$ cat config.mk
export PLATFORM = sky130hd
export DESIGN_NAME = sct_queue
export DESIGN_NICKNAME = d
export VERILOG_FILES = /design/src/design/sct_pkg.sv /design/src/design/sct_queue.sv
export SDC_FILE = /design/constraint.sdc
export NUM_CORES = 1
export LEC_CHECK = 0
export ABC_AREA = 1
export ABC_CLOCK_PERIOD_IN_PS = 2600
export BUFFER_PORTS_ARGS = -buffer_cell sky130_fd_sc_hd__buf_2
export CORE_MARGIN = 3
export CORE_UTILIZATION = 50
export CTS_CLUSTER_SIZE = 28
export DETAILED_ROUTE_END_ITERATION = 10
export GPL_ROUTABILITY_DRIVEN = 0
export PLACE_DENSITY = 0.77
export SLEW_MARGIN = 0
export SYNTH_ARGS = -nofsm -noshare
export SYNTH_HDL_FRONTEND = slang
export SYNTH_SLANG_ARGS = --single-unit
$ cat constraint.sdc
create_clock -name i_clk -period 2.6 [get_ports i_clk]
set_clock_uncertainty 0.1 [all_clocks]
set_input_delay 0.39 -clock i_clk [delete_from_list [all_inputs] [get_ports i_clk]]
set_output_delay 0.39 -clock i_clk [all_outputs]
set_load 0.03 [all_outputs]
$ cat src/design/sct_pkg.sv
// Shared constants and helpers for the sphere contact test unit.
// No dependencies; used by every module of the block.

package sct_pkg;

    localparam int COORD_BITS  = 32;
    localparam int NORMAL_BITS = 16;
    localparam int TAG_BITS    = 16;

    localparam int QUEUE_DEPTH = 4;
    localparam int QUEUE_AW    = 2;

    typedef enum logic {
        t_op_sphere = 1'b0,
        t_op_plane  = 1'b1
    } t_op;

    // Width of one queue word between the front and the back.
    function automatic int qword_bits(input int cb, input int nb);
        return 1 + TAG_BITS + 3 * cb + (cb - 1) + 3 * (cb + 1) + (cb + 1) + cb + 3 * nb;
    endfunction

endpackage

$ cat src/design/sct_queue.sv
// Small first-in first-out queue that decouples the front from the back.
// Depends on sct_pkg for its depth.

module sct_queue #(
    parameter int WIDTH = 8
) (
    input  logic             i_clk,
    input  logic             i_rst_n,
    input  logic             i_push,
    input  logic [WIDTH-1:0] i_data,
    output logic             o_full,
    input  logic             i_pop,
    output logic             o_empty,
    output logic [WIDTH-1:0] o_data
);

    logic [WIDTH-1:0]            r_mem [0:sct_pkg::QUEUE_DEPTH-1];
    logic [sct_pkg::QUEUE_AW-1:0] r_wr_ptr, n_wr_ptr;
    logic [sct_pkg::QUEUE_AW-1:0] r_rd_ptr, n_rd_ptr;
    logic [sct_pkg::QUEUE_AW:0]   r_count, n_count;
    logic                         push_ok;
    logic                         pop_ok;

    assign o_full  = (r_count == (sct_pkg::QUEUE_AW + 1)'(sct_pkg::QUEUE_DEPTH));
    assign o_empty = (r_count == '0);
    assign o_data  = r_mem[r_rd_ptr];
    assign push_ok = i_push && !o_full;
    assign pop_ok  = i_pop && !o_empty;

    always_comb begin
        n_wr_ptr = push_ok ? r_wr_ptr + 1'b1 : r_wr_ptr;
        n_rd_ptr = pop_ok ? r_rd_ptr + 1'b1 : r_rd_ptr;
        n_count  = r_count;
        if (push_ok && !pop_ok) begin
            n_count = r_count + 1'b1;
        end else if (pop_ok && !push_ok) begin
            n_count = r_count - 1'b1;
        end
    end

    always_ff @(posedge i_clk) begin
        if (!i_rst_n) begin
            r_wr_ptr <= '0;
            r_rd_ptr <= '0;
            r_count  <= '0;
        end else begin
            r_wr_ptr <= n_wr_ptr;
            r_rd_ptr <= n_rd_ptr;
            r_count  <= n_count;
        end
    end

    always_ff @(posedge i_clk) begin
        if (push_ok) begin
            r_mem[r_wr_ptr] <= i_data;
        end
    end

endmodule

==> results.txt, run 1 <==
Share of layout cells above drive strength 1 -> 21.59%
Sink Count -> 41
Headroom to the max-slew limit -> 48.24%
TritonCTS buffer count -> 5
Post-route fraction of the period consumed by the critical path -> 80.62%
Worst Reg2Reg Path Length in Cells -> 11
Maximum number of pins on one net before global-route repair -> 17
Die H -> 64.06 um
Yosys warning total -> 0
Vias after detailed routing -> 1129
Setup repair after global routing missed its margin -> no
Switching portion of total power -> 37.74%
Synth-to-layout area growth -> 13.66%
Number of library cell types mapped by synthesis -> 18
Number of violations of the max-capacitance limit -> 0
Setup CP Type -> reg -> out
Post-synthesis instance area -> 1685 um^2
Gr ovfl total -> 0
Mean Syn Cell Area -> 11.54 um^2
Critical path data required time -> 2.11 ns
Fin. max-slew vios -> 0
Proportion of netlist area held by the largest area contributor -> 57.02%
Most frequent cells in the layout -> sky130_fd_sc_hd__edfxtp_1, sky130_fd_sc_hd__nor2_1, sky130_fd_sc_hd__buf_2
Achievable clock frequency -> 477.1 MHz
PwrDens -> 975.5 nW/um^2
Filler cell count in the final layout -> 252
Internal power -> 1.163 mW
Final setup fails -> 0
Post-route DRC violation count -> 0
Worst path arrival time -> 1.61 ns
Post-layout minimum cycle time -> 2.096 ns
Number of top-level pins -> 22
Status -> complete, no violations
First drt pass iteration count -> 4
Clock network fraction of total power -> 18.7%
Number of antenna violations at the first check in global routing -> 0
Placement row count -> 20
Total wirelength of the detailed-routed design -> 2982 um
Routed len/inst -> 13.55 um
Later-pin clock latency in the skew report -> 0.34 ns
Count of nets after finishing -> 193
Number of hold buffers added after CTS -> 0
Total net switching power -> 0.7053 mW
Combined area of the multi-input logic cells -> 454.2 um^2
Count of input and output buffers -> 21
Combinational fraction of design power -> 34.9%
X dimension of the die -> 64.06 um
Number of cells on the worst hold path -> 1
Number of nets with antenna violations after routing -> 0
Endpoint class of the critical path -> primary output
Number of buffers added for setup after CTS -> 0
Combined flip-flop and latch cell area -> 1141 um^2
Synth area leader -> sky130_fd_sc_hd__edfxtp_1
Via count of the first global-routing pass -> 1159
Most frequent standard cell in the layout excluding fill and tap cells -> sky130_fd_sc_hd__edfxtp_1
DPL Wire Length -> 2127 um
Worst slew pin tran -> 0.7735 ns
Max FO, Critical Path -> 16
Wire length of the first global-routing pass -> 5223 um
Highest ir drop seen on vdd -> 0.5177 mV
Fraction of the yosys area taken by sequential cells -> 67.71%
GRT Total Usage -> 16.99%
Leakage power of the design -> 0.7682 nW
Number of buffers on the longest clock path -> 2
Clock tree from TritonCTS -> built
Via-to-Cell Ratio -> 5.132
Total of cells resized after clock tree synthesis -> 0
Effective utilization at floorplan -> 53.88%
Main area contributors after synthesis -> sky130_fd_sc_hd__edfxtp_1, sky130_fd_sc_hd__dfxtp_1, sky130_fd_sc_hd__nor2_1
Die area -> 4104 um^2
Kind of launch point of the worst setup path -> register
Total of flip-flops plus latches after synthesis -> 41
Minimum setup slack among reg-to-reg paths -> 0.58 ns
Clk Tree Root Cell -> sky130_fd_sc_hd__clkbuf_4
Htree depth -> 2
Worst hold-check slack -> 0.1586 ns
Reg clk slew, reported paths -> 0.12 ns
Mapped Nets -> 164
Proportion of power drawn by flip-flops and latches -> 46.4%
Diodes inserted -> 0
Total power consumption of the routed design -> 1.869 mW
Setup TNS -> 0 ns
Standard cell core area -> 3128 um^2
Post-Syn Instances -> 146
Final count of hold timing violations -> 0
Path category of the worst min-delay check -> in -> reg
DRC violation total after the first TritonRoute iteration -> 60
critical path, stage by stage (launching register included):
cell                      delay, ns
sky130_fd_sc_hd__dfxtp_1       0.55
sky130_fd_sc_hd__inv_2         0.21
sky130_fd_sc_hd__o21ai_0       0.24
sky130_fd_sc_hd__o22ai_1       0.09
sky130_fd_sc_hd__buf_2         0.18
registers in the layout, indices dropped and copies added (netlist names), named ones only:
signal,cells
r_count,3
r_mem,32
r_rd_ptr,2
r_wr_ptr,2
cells in the mapped netlist:
master and n:
sky130_fd_sc_hd__o22ai_1 8, sky130_fd_sc_hd__xor2_1 1, sky130_fd_sc_hd__inv_1 17, sky130_fd_sc_hd__a21oi_1 3, sky130_fd_sc_hd__edfxtp_1 32, sky130_fd_sc_hd__buf_6 2
sky130_fd_sc_hd__nand2_1 13, sky130_fd_sc_hd__nand3b_1 1, sky130_fd_sc_hd__nand3_1 4, sky130_fd_sc_hd__nand2_2 2, sky130_fd_sc_hd__inv_2 1, sky130_fd_sc_hd__o21ai_1 1
sky130_fd_sc_hd__o21ai_0 13, sky130_fd_sc_hd__dfxtp_1 9, sky130_fd_sc_hd__fa_1 1, sky130_fd_sc_hd__nor2_1 30, sky130_fd_sc_hd__ha_1 5, sky130_fd_sc_hd__o21ai_2 3
per-layer routing:
| metal | up-vias | share of wire [%] | track usage (%) |
|---|---|---|---|
| met5 | - | 0 | 0 |
| met4 | 0 | 1.8 | 7.278 |
| met3 | 7 | 4.1 | 3.339 |
| met2 | 25 | 53 | 29.81 |
| met1 | 541 | 41 | 20.12 |
| li1 | 556 | - | - |
through the flow:
step                cell area [um^2]  std cells  util [%]  setup WS (ns)
CTS                             1916        220     61.24         0.4819
detailed placement              1846        212     59.00         0.6014
floorplan                       1685        146         -         0.8073
global route                    1916        220     61.24         0.3318
finish                          1916        220     61.24         0.5038
global placement                1846        212     59.00         0.7364
final cells by class:
type / count / share of cell area, %
sequential: 41 / 59.57
multi-input combinational: 85 / 23.71
clock inverter: 1 / 0.2613
clock buffer: 7 / 3.396
inverter: 18 / 3.527
tap: 44 / 2.874
timing repair buffer: 24 / 6.662
power by group through the flow:
stage	clock network (mW)	registers [mW]	logic (mW)
3_3_place_gp	0	0.877	0.620
6_report	0.349	0.868	0.652
3_5_place_dp	0	0.884	0.653
4_1_cts	0.349	0.869	0.658
2_1_floorplan	0	0.863	0.489
5_1_grt	0.382	0.883	0.732
kinds of logic after synthesis:
family / after synthesis / share of synthesized area, %
compound gates: 28 / 9.577
xor+xnor: 1 / 0.5198
fa+ha+maj: 6 / 4.900
buf+inv: 20 / 5.345
flops: 41 / 67.71
simple gates: 50 / 11.95
path summary, 6_finish.rpt:
path | startpoint | endpoint
max reg2reg | r_count[1] | r_count[2]
min reg2reg | r_wr_ptr[1] | r_wr_ptr[1]
min | i_data[3] | r_mem[2][3]
max | register | o_data[3]
No activity file was read; power rests on OpenSTA's default activity.
==> run 2: changes to the inputs <==
--- a/config.mk
+++ b/config.mk
@@ -6,7 +6,7 @@
 export NUM_CORES = 1
 export LEC_CHECK = 0
 export ABC_AREA = 1
-export ABC_CLOCK_PERIOD_IN_PS = 2600
+export ABC_CLOCK_PERIOD_IN_PS = 2180
 export BUFFER_PORTS_ARGS = -buffer_cell sky130_fd_sc_hd__buf_2
 export CORE_MARGIN = 3
 export CORE_UTILIZATION = 50
==> constraint.sdc (replaced) <==
create_clock -name i_clk -period 2.18 [get_ports i_clk]
set_clock_uncertainty 0.1 [all_clocks]
set_input_delay 0.327 -clock i_clk [delete_from_list [all_inputs] [get_ports i_clk]]
set_output_delay 0.327 -clock i_clk [all_outputs]
set_load 0.03 [all_outputs]
==> results.txt, run 2 (same netlist as run 1, synthesis figures left out) <==
Number of cells in the design after placement -> 214 (+0.94%)
Number of antenna violations at the first check in global routing -> 0 (unchanged)
Fraction of met3 tracks used by global routing -> 5.624% (+2.3 points)
Standard cell core area -> 3128 um^2 (unchanged)
Most flop-heavy register -> r_mem
Post-route DRC violation count -> 0 (unchanged)
Post-Place Setup Slack -> 0.1970 ns (-0.4045 ns)
Total wirelength of the detailed-routed design -> 3006 um (+0.80%)
Kind of launch point of the worst setup path -> register
Share of layout cells above drive strength 1 -> 23.60% (+2.0 points)
Most frequent standard cell in the layout excluding fill and tap cells -> sky130_fd_sc_hd__edfxtp_1
Crit-path max cell delay -> 0.43 ns (-0.12 ns)
Final count of hold timing violations -> 0 (unchanged)
X dimension of the die -> 64.06 um (unchanged)
Worst hold-check slack -> 0.09698 ns (-0.06158 ns)
Reg clk slew, reported paths -> 0.12 ns (about the same)
Wire length of the first global-routing pass -> 4974 um (-4.8%)
Routed len/inst -> 13.54 um (-0.10%)
Placement row count -> 20 (unchanged)
Flip-flop count of the largest register, all copies and words added -> 32 (unchanged)
Cell family with the largest share of critical-path delay -> buffers and inverters
Maximum number of pins on one net before global-route repair -> 17 (unchanged)
Routing usage on met2 -> 28.90% (-0.90 points)
Met1 demand-to-capacity share in global routing -> 17.21% (-2.9 points)
Path category of the worst min-delay check -> in -> reg
Endpoint class of the critical path -> primary output
Setup repair after global routing missed its margin -> no
Htree depth -> 2 (unchanged)
Biggest regs -> r_mem x32, r_count x3
Clk Tree Root Cell -> sky130_fd_sc_hd__clkbuf_4
Later-pin clock latency in the skew report -> 0.34 ns (about the same)
TritonCTS buffer count -> 5 (unchanged)
Synth-to-layout area growth -> 13.73% (about the same)
PwrDens -> 1133 nW/um^2 (+16%)
Worst path arrival time -> 1.64 ns (+0.03 ns)
Filler cell count in the final layout -> 266 (+5.6%)
Max FO, Critical Path -> 9 (-7)
Number of violations of the max-capacitance limit -> 0 (unchanged)
Via-to-Cell Ratio -> 4.928 (-4.0%)
Leakage power of the design -> 0.7706 nW (+0.31%)
Number of non-filler instances in the completed layout -> 222 (+0.91%)
DRC violation total after the first TritonRoute iteration -> 68 (+13%)
GRT Total Usage -> 16.74% (-0.25 points)
Area of all placed cells without fillers -> 1917 um^2 (about the same)
Number of nets with antenna violations after routing -> 0 (unchanged)
DPL Wire Length -> 2094 um (-1.5%)
Gr ovfl total -> 0 (unchanged)
Fin. max-slew vios -> 0 (unchanged)
Worst slew pin tran -> 0.3359 ns (-0.4375 ns)
Headroom to the max-slew limit -> 77.57% (+29 points)
Die H -> 64.06 um (unchanged)
Post-placement cell area -> 1861 um^2 (+0.81%)
Effective utilization at floorplan -> 53.88% (unchanged)
Setup slack of the critical path after layout -> 0.1088 ns (-0.3950 ns)
Die area -> 4104 um^2 (unchanged)
Highest-utilization routing layer at the global route stage -> met2
Most frequent cells in the layout -> sky130_fd_sc_hd__edfxtp_1, sky130_fd_sc_hd__nor2_1, sky130_fd_sc_hd__buf_2
Crit path buffers/inverters -> 2 (unchanged)
Final setup fails -> 0 (unchanged)
Slowest cell on the critical path -> sky130_fd_sc_hd__dfxtp_1
Count of input and output buffers -> 21 (unchanged)
Vias after detailed routing -> 1094 (-3.1%)
Post-layout minimum cycle time -> 2.071 ns
First drt pass iteration count -> 4 (unchanged)
Sink Count -> 41 (unchanged)
Via count of the first global-routing pass -> 1119 (-3.5%)
Critical path data required time -> 1.75 ns (-0.36 ns)
Number of buffers on the longest clock path -> 2 (unchanged)
Status -> complete, no violations
Setup CP Type -> reg -> out
Clock tree from TritonCTS -> built
Number of top-level pins -> 22 (unchanged)
Crit path cell chain -> inv_1, o21ai_0, o22ai_1, buf_2
Highest ir drop seen on vdd -> 0.6552 mV (+27%)
Setup TNS -> 0 ns (unchanged)
Count of nets after finishing -> 195 (+1.0%)
Post-route fraction of the period consumed by the critical path -> 95.01%
Diodes inserted -> 0 (unchanged)
Achievable clock frequency -> 482.8 MHz
## run 2: changes by cell type in the layout (fill, tap and decap cells not counted), sizes merged
cell,change
buf,+2
clkbuf,-1
clkinv,+1
## run 2: final timing paths
path                     from          end  slack, ns  cells after the start
setup reg to reg   r_count[1]   r_count[1]       0.21                      9
setup / recovery     register    o_data[3]       0.11                      4
hold / removal      i_data[4]  r_mem[1][4]        0.1                      1
hold reg to reg   r_rd_ptr[1]     register       0.40                      2
## run 2: layout make-up
cell class	count	area, um^2	share of cell area, %
clock buffer	6	41.29	2.154
sequential	41	1144	59.66
timing repair buffer	26	142.6	7.441
tap	44	55.05	2.872
clock inverter	2	10.01	0.5222
multi-input combinational	85	456.7	23.83
inverter	18	67.56	3.525
## run 2: through the flow
stage | utilization [%] | power [mW]
global route | 61.28 | 2.319
detailed placement | 59.48 | 1.828
finish | 61.28 | 2.172
global placement | 59.48 | 1.788
CTS | 61.12 | 2.177
floorplan | - | 1.613
## run 2: layer usage
metal  up-vias  share of wire, %
met4         0               1.8
met3         5               5.3
met2        29                53
met5         -                 0
met1       504                40
li1        556                 -
## run 2: report_power, final
group          switching [mW]  internal, mW
Combinational           0.534         0.247
Clock                   0.229         0.123
Sequential             0.0769         0.962
Total                   0.840          1.33
## run 2: repair_timing
item                                    4_1_cts  5_1_grt
endpoints found under the setup margin        0        2
hold buffers                                  0        0
buffers inserted                              0        0
gates resized for setup                       0        3
