File: src/design/sct_pkg.sv
// Shared constants and helpers for the sphere contact test unit.
// No dependencies; used by every module of the block.

package sct_pkg;

    localparam int COORD_BITS  = 32;
    localparam int NORMAL_BITS = 16;
    localparam int TAG_BITS    = 16;

    localparam int QUEUE_DEPTH = 4;
    localparam int QUEUE_AW    = 2;

    typedef enum logic {
        t_op_sphere = 1'b0,
        t_op_plane  = 1'b1
    } t_op;

    // Width of one queue word between the front and the back.
    function automatic int qword_bits(input int cb, input int nb);
        return 1 + TAG_BITS + 3 * cb + (cb - 1) + 3 * (cb + 1) + (cb + 1) + cb + 3 * nb;
    endfunction

endpackage

File: src/design/sct_front.sv
// Front end: takes a query word, forms centre offsets, the radius sum and the
// plane normal, and pushes the prepared word into the queue. Depends on sct_pkg.

module sct_front #(
    parameter int COORD_BITS  = sct_pkg::COORD_BITS,
    parameter int NORMAL_BITS = sct_pkg::NORMAL_BITS,
    parameter int QW          = sct_pkg::qword_bits(sct_pkg::COORD_BITS, sct_pkg::NORMAL_BITS)
) (
    input  logic                          i_clk,
    input  logic                          i_rst_n,
    input  logic                          i_valid,
    output logic                          o_stall,
    input  logic                          i_op,
    input  logic [sct_pkg::TAG_BITS-1:0]  i_pair_tag,
    input  logic signed [COORD_BITS-1:0]  i_own_x,
    input  logic signed [COORD_BITS-1:0]  i_own_y,
    input  logic signed [COORD_BITS-1:0]  i_own_z,
    input  logic [COORD_BITS-2:0]         i_own_radius,
    input  logic signed [COORD_BITS-1:0]  i_other_x,
    input  logic signed [COORD_BITS-1:0]  i_other_y,
    input  logic signed [COORD_BITS-1:0]  i_other_z,
    input  logic signed [COORD_BITS-1:0]  i_other_size,
    input  logic                          i_full,
    output logic                          o_push,
    output logic [QW-1:0]                 o_word
);

    localparam int CB = COORD_BITS;
    localparam int NB = NORMAL_BITS;
    localparam int DW = CB + 1;

    typedef struct packed {
        logic                           op;
        logic [sct_pkg::TAG_BITS-1:0]   tag;
        logic [2:0][CB-1:0]             own;
        logic [CB-2:0]                  rad;
        logic [2:0][DW-1:0]             d;
        logic [DW-1:0]                  sum;
        logic [CB-1:0]                  size;
        logic [2:0][NB-1:0]             nrm;
    } t_qword;

    t_qword                r_word;
    t_qword                n_word;
    logic                  r_valid;
    logic                  load;
    logic [2:0][CB-1:0]    own;
    logic [2:0][CB-1:0]    oth;

    assign own     = {i_own_z, i_own_y, i_own_x};
    assign oth     = {i_other_z, i_other_y, i_other_x};
    assign o_stall = r_valid && i_full;
    assign load    = i_valid && !o_stall;
    assign o_push  = r_valid && !i_full;
    assign o_word  = QW'(r_word);

    always_comb begin
        n_word.op   = i_op;
        n_word.tag  = i_pair_tag;
        n_word.own  = own;
        n_word.rad  = i_own_radius;
        n_word.size = i_other_size;
        n_word.sum  = DW'($signed({2'b00, i_own_radius}) + $signed({i_other_size[CB-1],
                      i_other_size}));
        for (int i = 0; i < 3; i++) begin
            n_word.d[i] = DW'($signed({own[i][CB-1], own[i]}) - $signed({oth[i][CB-1],
                          oth[i]}));
            if (NB <= CB) begin
                n_word.nrm[i] = oth[i][NB-1:0];
            end else begin
                n_word.nrm[i] = NB'(oth[i]);
            end
        end
    end

    always_ff @(posedge i_clk) begin
        if (!i_rst_n) begin
            r_valid <= 1'b0;
        end else if (load) begin
            r_valid <= 1'b1;
        end else if (o_push) begin
            r_valid <= 1'b0;
        end
    end

    always_ff @(posedge i_clk) begin
        if (load) begin
            r_word <= n_word;
        end
    end

endmodule

File: config.mk
export PLATFORM = sky130hd
export DESIGN_NAME = sct_front
export DESIGN_NICKNAME = d
export VERILOG_FILES = /design/src/design/sct_pkg.sv /design/src/design/sct_front.sv
export SDC_FILE = /design/constraint.sdc
export NUM_CORES = 1
export LEC_CHECK = 0
export BUFFER_PORTS_ARGS = -buffer_cell sky130_fd_sc_hd__buf_2
export CAP_MARGIN = 40
export CORE_AREA = 4 4 243 245
export DETAILED_ROUTE_END_ITERATION = 7
export DIE_AREA = 0 0 247 249
export PLACE_DENSITY = 0.57
export SETUP_SLACK_MARGIN = 0.05
export SYNTH_ARGS = -nofsm -noshare
export SYNTH_HDL_FRONTEND = slang
export SYNTH_SLANG_ARGS = --single-unit
File: constraint.sdc
create_clock -name i_clk -period 20.4 [get_ports i_clk]
set_clock_uncertainty 0.1 [all_clocks]
set_input_delay 2.04 -clock i_clk [delete_from_list [all_inputs] [get_ports i_clk]]
set_output_delay 2.04 -clock i_clk [all_outputs]
set_load 0.1 [all_outputs]
==> flow_summary.json, run 1 <==
{
  "yosysWarnings": 0,
  "layout_min_cycle_time_ns": 4.93,
  "grt_max_degree": 68,
  "finalSetupViolCount": 0,
  "num_vias": 13700,
  "grt_use_total_pct": 16.9,
  "synthArstFlopShare_pct": 0,
  "ys.flop_type": "edfxtp_1",
  "min_path_cells": 2,
  "cp-start-kind": "primary input",
  "reg2regPathDepth": 4,
  "clkLatencyLatePin_ns": 0.55,
  "syn_area_um2": 17900,
  "multiInputGateArea_um2": 6560,
  "setup_tns_ns": 0,
  "fmaxAchievable_mhz": 203,
  "ys_ff_latch": 357,
  "synth_cells": 1441,
  "post_cts_buffers": 0,
  "nets": 2502,
  "synth-seq-area-share_pct": 59.8,
  "first_global_vias": 14000,
  "p_total_mw": 2.46,
  "tightestPinTransition_ns": 0.870,
  "cp_num_buf_inv": 2,
  "cts_sinks": 357,
  "synth.distinct_cells": 65,
  "cts.repair.resized": 0,
  "antenna_left": 0,
  "numCtsBuffers": 43,
  "path_class": "in -> out",
  "syn_nets": 1848,
  "maxSlewViolCount": 0,
  "hp-class": "reg -> reg",
  "slowest_stage": "buf_2",
  "gp_congestion": 0.852,
  "cpLargestDelayFamily": "buffers and inverters",
  "core.rowCount": 88,
  "insertedDiodeCount": 0,
  "first_iter_violations": 719,
  "hold_buffers": 0,
  "yosys-top-cells-area": "edfxtp_1 (60%), ha_1 (8.9%), xnor2_1 (3.3%)",
  "core_um2": 57100,
  "synth-edff-count": 356,
  "route.detailed.drc": 0,
  "yosys.area.top_type": "edfxtp_1",
  "critPathRequiredTime_ns": 18.26,
  "cp.arrival_ns": 2.79,
  "timing.rr.start": "r_valid$_SDFFE_PN0P_",
  "io_buffers": 633,
  "initial_core_util_pct": 31.3,
  "io_pins": 634,
  "cp_slowest_stage_delay_ns": 0.46,
  "worstSetupEndpointType": "output pin",
  "grt.overflow.total": 0,
  "min_from": "r_valid$_SDFFE_PN0P_",
  "dp_hpwl_um": 43700,
  "antenna_found_initial": 3,
  "hold_viol": 0,
  "area_growth_pct": 30.6,
  "synth_top_area_share_pct": 59.7,
  "grt_setup_unrepaired": "false",
  "ir_drop_mv": 0.0653,
  "fin_crit_sh_pct": 24.2,
  "layout.filler_cells": 5546,
  "cts.htree.levels": 2,
  "avgSynthCellArea_um2": 12.4,
  "slew_headroom_pct": 41.9,
  "leakage_nw": 10.3,
  "via_per_inst": 4.75,
  "cts_root_buf": "clkbuf_16",
  "clock_path_buffers": 3,
  "r2r-end": "o_word[14]$_DFFE_PP_",
  "drv_cap": 0,
  "first_pass_iters": 6,
  "fp.dieW_um": 247,
  "drive_gt1_share_pct": 33.8,
  "power_density_nw_per_um2": 105,
  "grt_pass1_wl_um": 81400,
  "path_clk_slew_ns": 0.05,
  "cts_tree": "done",
  "whs_endpoint": "r_valid$_SDFFE_PN0P_",
  "dieArea_um2": 61500,
  "crit_chain": "buf_2 > and2_1 > buf_2",
  "die_y_um": 249,
  "status": "complete, no violations",
  "cp_common_cell": "buf_2",
  "regArea_um2": 10700,
  "wirelength_um": 54300,
  "path_max_fanout": 3,
  "routedWlPerCell_um": 18.8,
  "reg2reg_slack_ns": 17.14
}
## power by group
| part | total [mW] | leakage [nW] | switching (mW) | internal (mW) |
|---|---|---|---|---|
| logic | 0.804 | 6.21 | 0.644 | 0.161 |
| registers | 0.909 | 3.45 | 0.0166 | 0.892 |
| clock network | 0.750 | 0.674 | 0.302 | 0.448 |
| total | 2.46 | 10.3 | 0.963 | 1.50 |
## cells in the mapped netlist, types with 6 or more instances
master     instances
clkbuf_1          31
o21ai_0           61
and3_1             8
nand2_1           77
nand2b_1           6
xnor2_1           68
a31oi_1           19
xor2_1            34
o21a_1            26
o21bai_1          11
ha_1             127
nand3b_1           6
o2111ai_1          7
a211oi_1          10
a21oi_1          100
nand4_1           15
nor3_1            24
inv_1            137
a21o_1            61
nor2_1            89
edfxtp_1         356
a211o_1            6
nand3_1           32
nor2b_1           26
## layout by cell type, fill, tap and decap left out, drive strengths merged, types with 61 or more instances in the layout
cell type,n
edfxtp,356
nor2,89
a21o,61
inv,141
buf,640
xnor2,68
ha,127
a21oi,101
o21ai,62
nand2,77
## routing by layer
layer  vias to the layer above  share of wire [%]  GRT usage, %
met1                      6482                 39          19.8
met4                         4                3.1          5.43
li1                       6678                  -             -
met2                       484                 49          29.4
met5                         -              0.059             0
met3                        97                8.3          5.30
## layout make-up
cell class / instances / share of cell area, %
Multi-Input combinational cell: 916 / 28.1
Tap cell: 765 / 4.09
Clock buffer: 53 / 4.89
Sequential cell: 357 / 45.8
Timing Repair Buffer: 640 / 13.9
Clock inverter: 24 / 0.974
Inverter: 137 / 2.20
## through the flow
stage / hold slack [ns] / std cells / worst slack [ns] / instance area, um^2 / util [%]
final: 0.576 / 2892 / 15.47 / 23400 / 40.9
after global routing: 0.614 / 2892 / 15.41 / 23400 / 40.9
after CTS: 0.581 / 2892 / 15.47 / 23400 / 40.9
after detailed placement: 0.570 / 2815 / 14.95 / 22000 / 38.5
after global placement: 0.544 / 2813 / 14.97 / 22000 / 38.4
after floorplan: 1.03 / 1441 / 0.992 / 17900 / -
## tightest hold or removal path, delay by kind of cell, from the launching register on
kind | cells | cell delay [ns]
AO/OA/AOI/OAI | 1 | 0.13
flip-flops | 1 | 0.31
AND/OR/NAND/NOR | 1 | 0.20
## cell families (layout without fill, tap and decap cells)
group	count (synthesis)	in the layout	synth area share [%]
XOR/XNOR	102	102	4.99
AND/OR/NAND/NOR	310	310	8.31
adder cells (fa/ha/maj)	131	131	9.33
flip-flops	357	357	59.8
multiplexers	5	5	0.280
buffers and inverters	168	854	3.52
AO/OA/AOI/OAI	368	368	13.7
## how the worst max path moves through the flow
stage,depth (start not counted),from,slack [ns],end
5_1_grt,12,i_own_y[0],15.41,o_word[178]$_DFFE_PP_
3_5_place_dp,12,i_own_y[0],14.95,o_word[174]$_DFFE_PP_
3_3_place_gp,12,i_own_y[0],14.97,o_word[178]$_DFFE_PP_
6_report,3,i_full,15.47,o_stall
2_1_floorplan,2,i_full,0.99,o_word[0]$_DFFE_PP_
4_1_cts,3,i_full,15.47,o_stall
## flip-flops by register name, indices dropped and copies added (netlist names)
register  cells
r_valid       1
o_word      356
No activity file was read; power rests on OpenSTA's default activity.
==> run 2: changes to the inputs <==
==> constraint.sdc (replaced) <==
create_clock -name i_clk -period 4.6 [get_ports i_clk]
set_clock_uncertainty 0.1 [all_clocks]
set_input_delay 0.46 -clock i_clk [delete_from_list [all_inputs] [get_ports i_clk]]
set_output_delay 0.46 -clock i_clk [all_outputs]
set_load 0.1 [all_outputs]
==> run 2 against run 1 <==
Die area stayed put. Total power grew to 4.6 times the previous value. Sequential power rose to 4.4 times the previous value. Cell area grew 9.1%. Global-route usage grew 0.72 points. Count of clock-buffer cells in the layout stayed put. Critical path depth rose by 10.
==> flow_summary.json, run 2 (synthesized netlist as in run 1, its figures left out) <==
{
  "status": "complete, no violations",
  "dieArea_um2": 61500,
  "slew_headroom_pct": 53.4,
  "cp.arrival_ns": 3.90,
  "numCtsBuffers": 42,
  "first_iter_violations": 689,
  "dp_cells": 2821,
  "largest_reg_flops": 356,
  "dp_hpwl_um": 44000,
  "setup_ws_ns": 0.942,
  "fp.dieW_um": 247,
  "leakage_nw": 11.2,
  "final_common_cell": "buf_2",
  "route.detailed.drc": 0,
  "place_ws_ns": 1.00,
  "first_global_vias": 15100,
  "reg2reg_slack_ns": 2.70,
  "routedWlPerCell_um": 18.4,
  "cts_sinks": 357,
  "cts_tree": "done",
  "fin_util_pct": 44.6,
  "area_growth_pct": 42.5,
  "fin_crit_sh_pct": 79.5,
  "path_clk_slew_ns": 0.06,
  "finalSetupViolCount": 0,
  "hp-class": "in -> reg",
  "num_vias": 14700,
  "cp-start-kind": "primary input",
  "crit_chain": "dlygate4sd3_1 > buf_2 > inv_1 > ha_1 > fa_1 > nor2b_1 > o2111ai_1 > a31oi_1 > o21ai_1 > a21oi_1 > o21ai_0 > o21a_1 > o311ai_1",
  "power_density_nw_per_um2": 440,
  "layout_min_cycle_time_ns": 3.66,
  "instances_no_fill": 3097,
  "nets": 2704,
  "first_pass_iters": 5,
  "clkLatencyLatePin_ns": 0.55,
  "path_depth": 13,
  "maxSlewViolCount": 0,
  "drive_gt1_share_pct": 31.3,
  "worstSetupEndpointType": "register",
  "critPathRequiredTime_ns": 4.84,
  "slowest_stage": "dlygate4sd3_1",
  "die_y_um": 249,
  "hold_buffers": 197,
  "timing.rr.start": "r_valid$_SDFFE_PN0P_",
  "crit_start": "i_own_z[0]",
  "ir_drop_mv": 0.331,
  "antenna_left": 0,
  "core.rowCount": 88,
  "path_class": "in -> reg",
  "grt_use_total_pct": 17.6,
  "reg2regPathDepth": 4,
  "grt.overflow.total": 0,
  "io_pins": 634,
  "gp_congestion": 0.889,
  "final_cell_mix": "buf_2 (633), edfxtp_1 (356), dlygate4sd3_1 (197)",
  "cts.repair.resized": 0,
  "grt_pass1_wl_um": 85100,
  "tightestPinTransition_ns": 0.691,
  "via_per_inst": 4.73,
  "grt_max_degree": 69,
  "drv_cap": 0,
  "cts.htree.levels": 2,
  "clock_path_buffers": 3,
  "r2r-end": "o_word[186]$_DFFE_PP_",
  "layout.filler_cells": 5263,
  "hold_viol": 0,
  "core_um2": 57100,
  "antenna_found_initial": 2,
  "cp_slowest_stage_delay_ns": 0.52,
  "cts_root_buf": "clkbuf_16",
  "fmaxAchievable_mhz": 273,
  "grt_setup_unrepaired": "false",
  "cpLargestDelayFamily": "compound AO/OA/AOI/OAI gates",
  "initial_core_util_pct": 31.3,
  "crit_path_end": "o_word[209]$_DFFE_PP_",
  "post_cts_buffers": 0,
  "io_buffers": 633,
  "cp_num_buf_inv": 3,
  "path_max_fanout": 4,
  "wirelength_um": 57000,
  "min_from": "i_other_size[19]"
}
-- run 2: changes by cell type in the layout (fill, tap and decap cells not counted), moves of 2 or more --
cell,delta
dlygate4sd3_1,+197
clkinvlp_4,+6
buf_4,+3
clkinv_4,+4
inv_6,-3
clkbuf_16,+2
buf_16,-2
clkinv_2,-5
clkinv_1,-2
buf_12,+5
-- run 2: final cells by class --
cell class	instances	area (um^2)	area share, %
flip-flops and latches	357	10700	42.0
inverters	137	514	2.02
clock buffers	53	1180	4.61
repair buffers	843	5300	20.8
diodes	1	2.50	0.00981
well taps	765	957	3.75
multi-input cells	916	6570	25.7
clock inverters	25	279	1.09
-- run 2: how the worst min path moves through the flow --
stage,slack [ns],to,cells after the start
after floorplan,0.46,o_word[0]$_DFFE_PP_,0
after global placement,0.49,r_valid$_SDFFE_PN0P_,2
after detailed placement,0.49,r_valid$_SDFFE_PN0P_,2
after CTS,0.0001,o_word[45]$_DFFE_PP_,1
after global routing,0.0006,o_word[317]$_DFFE_PP_,1
final,0.04,o_word[67]$_DFFE_PP_,1
-- run 2: per-layer routing --
metal	global-route usage [%]	vias to the layer above	share of wire, %
li1	-	7082	-
met1	19.6	6974	38
met2	32.1	502	51
met3	4.82	101	7.6
met4	6.11	2	3.3
met5	0	-	0.023
-- run 2: through the flow --
step	hold slack, ns	area (um^2)	power [mW]	setup TNS, ns
final	0.0378	25500	11.2	0
after global placement	0.487	22100	7.66	0
after detailed placement	0.492	22100	7.68	0
after CTS	0.000112	25500	11.3	0
after floorplan	0.459	17900	6.96	-707.69
after global routing	0.000580	25500	11.7	0
-- run 2: where the power goes --
| group | leakage, nW | switching, mW | internal, mW |
|---|---|---|---|
| Sequential | 3.45 | 0.0744 | 3.95 |
| Combinational | 7.08 | 2.89 | 0.830 |
| Clock | 0.686 | 1.37 | 2.10 |
